`config.mk`:
```
export PLATFORM = sky130hd
export DESIGN_NAME = plct_ctrl
export DESIGN_NICKNAME = d
export VERILOG_FILES = /design/src/sv/plct_pkg.sv /design/src/sv/plct_ctrl.sv
export SDC_FILE = /design/constraint.sdc
export NUM_CORES = 1
export LEC_CHECK = 0
export BUFFER_PORTS_ARGS = -buffer_cell sky130_fd_sc_hd__buf_2
export CAP_MARGIN = 15
export CORE_AREA = 4 4 41 43
export DETAILED_ROUTE_END_ITERATION = 10
export DIE_AREA = 0 0 45 47
export PLACE_DENSITY = 0.69
export SYNTH_ARGS = -nofsm -noshare
export SYNTH_HDL_FRONTEND = slang
export SYNTH_SLANG_ARGS = --single-unit
```
`constraint.sdc`:
```
create_clock -name i_clk -period 3.6 [get_ports i_clk]
set_input_delay 0.36 -clock i_clk [delete_from_list [all_inputs] [get_ports i_clk]]
set_output_delay 0.36 -clock i_clk [all_outputs]
set_load 0.005 [all_outputs]
```
`src/sv/plct_pkg.sv`:
```
// Shared types and constants for the piecewise linear color table.
package plct_pkg;

    // Operation codes
    localparam logic [1:0] OP_ADD    = 2'd0;
    localparam logic [1:0] OP_REMOVE = 2'd1;
    localparam logic [1:0] OP_READ   = 2'd2;

    // Status codes
    localparam logic [1:0] ST_OK   = 2'd0;
    localparam logic [1:0] ST_FULL = 2'd1;
    localparam logic [1:0] ST_SLOT = 2'd2;
    localparam logic [1:0] ST_FEW  = 2'd3;

    localparam logic [7:0] CH_MAX = 8'd255;

    typedef struct packed {
        logic [1:0] op;
        logic [7:0] position;
        logic [7:0] alpha_in;
        logic [7:0] red_in;
        logic [7:0] green_in;
        logic [7:0] blue_in;
        logic [3:0] point_slot;
        logic [7:0] entry_index;
    } t_in;

    typedef struct packed {
        logic [1:0] status;
        logic [7:0] red_out;
        logic [7:0] green_out;
        logic [7:0] blue_out;
        logic [7:0] alpha_out;
        logic [4:0] point_count;
    } t_out;

    // Control point: channels in table order red, green, blue, alpha
    typedef struct packed {
        logic [7:0] pos;
        logic [7:0] red;
        logic [7:0] green;
        logic [7:0] blue;
        logic [7:0] alpha;
    } t_point;

    typedef enum logic [3:0] {
        S_IDLE, S_DECIDE, S_SORT, S_CLEAR, S_SEG, S_PUTA, S_PUTB,
        S_DIV, S_INTERP, S_ROT, S_RESTORE, S_FIN, S_RESP
    } t_state;

    typedef struct packed {
        logic latch;
        logic apply;
        logic sort_step;
        logic clr_step;
        logic put_a;
        logic put_b;
        logic div_step;
        logic interp_step;
        logic rotate;
        logic rot_clr;
    } t_cmd;

    typedef struct packed {
        logic rebuild;
        logic sort_last;
        logic clr_last;
        logic seg_more;
        logic div_last;
        logic interp_run;
        logic rot_full;
    } t_sts;

    // Select one channel of a point by lane number
    function automatic logic [7:0] point_ch(input t_point p, input logic [1:0] c);
        logic [7:0] v;
        unique case (c)
            2'd0: v = p.red;
            2'd1: v = p.green;
            2'd2: v = p.blue;
            default: v = p.alpha;
        endcase
        return v;
    endfunction

endpackage

```
`src/sv/plct_ctrl.sv`:
```
// Sequencer for item decode, sort, table clear, segment fill, point restore and response.
module plct_ctrl (
    input  logic            i_clk,
    input  logic            i_rst_n,
    input  logic            i_start,
    input  plct_pkg::t_sts  i_sts,
    output plct_pkg::t_cmd  o_cmd,
    output logic            o_busy,
    output logic            o_valid
);
    import plct_pkg::*;

    t_state r_state, n_state;
    logic   r_boot;

    // State register; reset runs the initial table build
    always_ff @(posedge i_clk) begin
        if (!i_rst_n) begin
            r_state <= S_CLEAR;
            r_boot  <= 1'b1;
        end else begin
            r_state <= n_state;
            if (r_state == S_FIN) r_boot <= 1'b0;
        end
    end

    // Next state
    always_comb begin
        n_state = r_state;
        unique case (r_state)
            S_IDLE:    if (i_start) n_state = S_DECIDE;
            S_DECIDE:  n_state = i_sts.rebuild ? S_SORT : S_RESP;
            S_SORT:    if (i_sts.sort_last) n_state = S_CLEAR;
            S_CLEAR:   if (i_sts.clr_last) n_state = S_SEG;
            S_SEG:     n_state = i_sts.seg_more ? S_PUTA : S_RESTORE;
            S_PUTA:    n_state = S_PUTB;
            S_PUTB:    n_state = S_DIV;
            S_DIV:     if (i_sts.div_last) n_state = S_INTERP;
            S_INTERP:  if (!i_sts.interp_run) n_state = S_ROT;
            S_ROT:     n_state = S_SEG;
            S_RESTORE: if (i_sts.rot_full) n_state = S_FIN;
            S_FIN:     n_state = r_boot ? S_IDLE : S_RESP;
            S_RESP:    n_state = S_IDLE;
            default:   n_state = S_IDLE;
        endcase
    end

    // Commands to the datapath
    always_comb begin
        o_cmd   = '0;
        o_valid = 1'b0;
        unique case (r_state)
            S_IDLE:    o_cmd.latch = i_start;
            S_DECIDE:  o_cmd.apply = 1'b1;
            S_SORT:    o_cmd.sort_step = 1'b1;
            S_CLEAR:   o_cmd.clr_step = 1'b1;
            S_PUTA:    o_cmd.put_a = 1'b1;
            S_PUTB:    o_cmd.put_b = 1'b1;
            S_DIV:     o_cmd.div_step = 1'b1;
            S_INTERP:  o_cmd.interp_step = i_sts.interp_run;
            S_ROT:     o_cmd.rotate = 1'b1;
            S_RESTORE: o_cmd.rotate = !i_sts.rot_full;
            S_FIN:     o_cmd.rot_clr = 1'b1;
            S_RESP:    o_valid = 1'b1;
            default:   o_cmd = '0;
        endcase
    end

    assign o_busy = (r_state != S_IDLE);

endmodule

```
== After elaboration in Yosys (flattened, before gate mapping) ==
Index checks and enable logic that the tools add are counted.
Storage, ports and cells
  register bits: 5
  bits of input ports: 10
Cells by class
  eq/ne operators: 18
  mux-type cells: 21
  reduce and logical (&&, ||, !) cells: 4
Operators by type and width (count)
  $pmux 4 s12: 1
  $mux 4: 9
  $eq 4x4->1 const B: 5
  $eq 4x3->1 const B: 4
  $ne 2x2->1 const B: 6
  $mux 1: 10
  $eq 4x2->1 const B: 2
  $reduce_and 6->1: 1
  $eq 4x1->1 const B: 1
  $logic_not 4->1: 1
  $reduce_bool 4->1: 1
  $pmux 1 s2: 1
  $logic_not 1->1: 1

== Depth between registers and ports, before layout ==
  word-level depth: 3
  mapped depth: 6
  mapped depth without buffers: 4

== Worst setup path before layout ==
Ideal clock, no wire load.
  path kind: register to register
  from: register r_state[1]
  to: register r_state[1]
  arrival time: 1.384 ns
  slack: 2.145 ns
  stages on the path, launching flop included: 6
  buffers on the path: 1
  clock period less this slack: 1.455 ns
  cells stage by stage: dfxtp_1 buf_6 or4_4 o311a_4 o21ai_4 mux2i_1
Between the ends
  cells in the longest elaborated chain, start to end: 3
Ends and longest elaborated chain
  start: declaration: RTL line plct_ctrl.sv:13  | t_state r_state, n_state;
  start signal: assignment: RTL line plct_ctrl.sv:22  | r_state <= n_state;
  $eq 4x2->1 (tied with other cells): RTL line plct_ctrl.sv:30  | unique case (r_state)
  $ne 2x2->1 (no source line)
  $reduce_and 6->1 (no source line)
Parallel ways exist; a longest one is shown, timed or not.
A chain may end at the register's enable or synchronous reset.

==> metrics.md <==
| Metric | Value |
|---|---|
| Setup crit end kind | `output pin` |
| Die ar. | `approximately 2100 µm²` |
| Hpwl dp | `977 µm` |
| Final slew viol count | `0` |
| Router iterations before antenna repair | `4` |
| Cell Area, Synth | `~540 µm²` |
| Post-CTS sizing | `0` |
| Synth-to-Final Area Change | `20.6%` |
| I/O Buffers | `21` |
| Share of cells above drive strength 1 | `0.323` |
| H-tree depth | `1` |
| Final setup violation count | `0` |
| Synthesized area per cell | `7.21 µm²` |
| Startpoint Class | `register` |
| Synth area leaders | `dfxtp_1 (19%), nor2_1 (6.3%), nor3_1 (5.6%), nand2_1 (4.9%), nor2b_1 (4.6%)` |
| Nets | `~100` |
| Clock Skew | `0.00519 ns` |
| Crit path max fanout | `18` |
| CP arrival | `between 1.5 and 2 ns` |
| GRT Resource Usage Total | `0.141` |
| Global route total overflow | `0` |
| Pwr Total | `between 400 and 500 µW` |
| Initial Util | `0.415` |
| Most frequent cells after synthesis | `nor2_1 (9), nand2_1 (7), nor3_1 (6), dfxtp_1 (5)` |
| DRT antenna net count | `0` |
| WL per Instance | `between 10 and 15 µm` |
| Post-CTS setup buffer count | `0` |
| Ys flop type | `dfxtp_1` |
| Fill count | `about 150` |
| Post-CTS Hold Buffers | `0` |
| Routed WL | `~1400 µm` |
| Critical-path cell list | `inv_1, nor3_1, a21oi_1, nor3b_1, buf_2` |
| Crit Path Class | `register to output pin` |
| Worst-skew pair later-pin latency | `between 0.2 and 0.25 ns` |
| Ys Warns | `0` |
| Gate count of the mapped netlist | `75` |
| Most common cell in the synthesized netlist | `nor2_1` |
| Placed cells | `~100` |
| First-pass GRT wire length | `2200 µm` |
| RSZ-0062 raised after global routing | `false` |
| CTS tree | `built` |
| CTS Root Cell | `clkbuf_4` |
| Largest stage delay, worst path | `between 0.6 and 0.7 ns` |
| Area of the core | `~1300 µm²` |
| Largest net degree at the start of global routing | `24` |
| Worst-path clk slew | `0.05 ns` |
| Ys async rst share | `0` |
| Routed via count | `592` |
| Finished Layout Cells | `around 110` |
| Outcome | `finished clean` |
| Ant diodes | `0` |
| PD cells | `692 nW/µm²` |
| Post-DR vias/cell | `5.48` |
| DRT iter0 DRCs | `8` |
| Hold WS | `around 0.34 ns` |
| FMAX | `roughly 470 MHz` |
| Total CTS buffers | `3` |
| I/O pins | `22` |
| Die width | `around 45 µm` |
| Slowest-stage cell, CP | `dfxtp_1` |
| Post-synth EDFFs | `0` |
| Least-Margin Pin Slew | `between 0.7 and 0.8 ns` |
| Tcrit/Tclk final | `0.596` |
| Syn Nets | `85` |
| Maximum VDD drop | `about 0.23 mV` |
| Core Util, Final | `0.501` |
| Antenna violations before repair | `0` |
| # clock sinks | `5` |
| Placement Rows | `13` |
| FF+latch count, synth | `5` |
| Vias in the first global route | `542` |
| Final hold violations | `0` |
| Die Y | `47 µm` |
| Max Cap Violations | `0` |
| Relative slew slack | `0.484` |
| TNS Setup | `0 ns` |
| Tmin final | `roughly 2.1 ns` |
| Distinct cells, synth | `33` |
| Synth top area share | `0.185` |
| Min-delay worst type | `input port to register` |
| DRC | `0` |
| Clock tree buffer depth | `2` |
| Critical Path RT | `3.24 ns` |
| Lkg Pwr | `just under 0.3 nW` |
| Gpl congestion | `around 0.75` |
| Sequential element share of the synthesized area | `0.185` |
| Cell taking the most area after synthesis | `dfxtp_1` |
-- registers in the layout (all words and copies together), names as in the netlist --
register  cells
r_boot        1
r_state       4
-- final timing paths --
path	from	slack [ns]	cells after the start	endpoint
setup / recovery	r_state[1]	1.45	5	o_cmd[1]
hold / removal	i_rst_n	0.34	2	r_boot
setup reg to reg	r_state[0]	1.70	4	r_state[2]
hold reg to reg	r_boot	0.46	2	r_boot
-- layer usage --
metal / up-vias / share of wire / global-route usage
li1: 310 / - / -
met1: 262 / 0.50 / 0.177
met2: 20 / 0.43 / 0.223
met3: 0 / 0.069 / 0.0575
met4: 0 / 0 / 0.0351
met5: - / 0 / 0
-- metrics by stage --
stage                     instance area, µm²  setup slack, ns
after detailed placement                 626             1.71
final                                    652             1.45
after global routing                     652             1.24
after CTS                                652             1.44
after floorplan                          541             2.14
after global placement                   626             1.71
-- cells by family (layout without fill, tap and decap cells) --
group                  count (synthesis)  after routing  share of synthesized area
and+or+nand+nor                       38             38                      0.373
AOI/OAI and AO/OA                     21             21                      0.317
buffers and inverters                  9             27                     0.0857
DFF                                    5              5                      0.185
muxes                                  2              2                     0.0394
-- final cells by class --
cell class	instances	area, µm²	area share
Inverter	2	7.51	0.0115
Multi-Input combinational cell	61	394	0.605
Timing Repair Buffer	21	105	0.161
Sequential cell	5	100	0.154
Clock buffer	4	26.3	0.0403
Tap cell	15	18.8	0.0288
-- power breakdown --
group          internal [mW]  switching [mW]  total (mW)
registers             0.0735          0.0783       0.152
clock network         0.0419          0.0226      0.0645
logic                  0.120           0.115       0.235
-- worst max-delay path: cells and delay by family (launching register included) --
kind,cells,cell delay (ns)
flip-flops,1,0.66
AO/OA/AOI/OAI,1,0.06
AND/OR/NAND/NOR,2,0.41
buffers and inverters,2,0.41
-- cell usage in the layout, fill, tap and decap left out, types with 3 or more instances in the layout --
| cell | instances |
|---|---|
| clkbuf_4 | 3 |
| nor2_1 | 9 |
| nand2_1 | 7 |
| buf_2 | 21 |
| a211oi_1 | 3 |
| nor3_1 | 6 |
| nor2b_1 | 4 |
| dfxtp_1 | 5 |
Power figures use the tool's default switching activity.
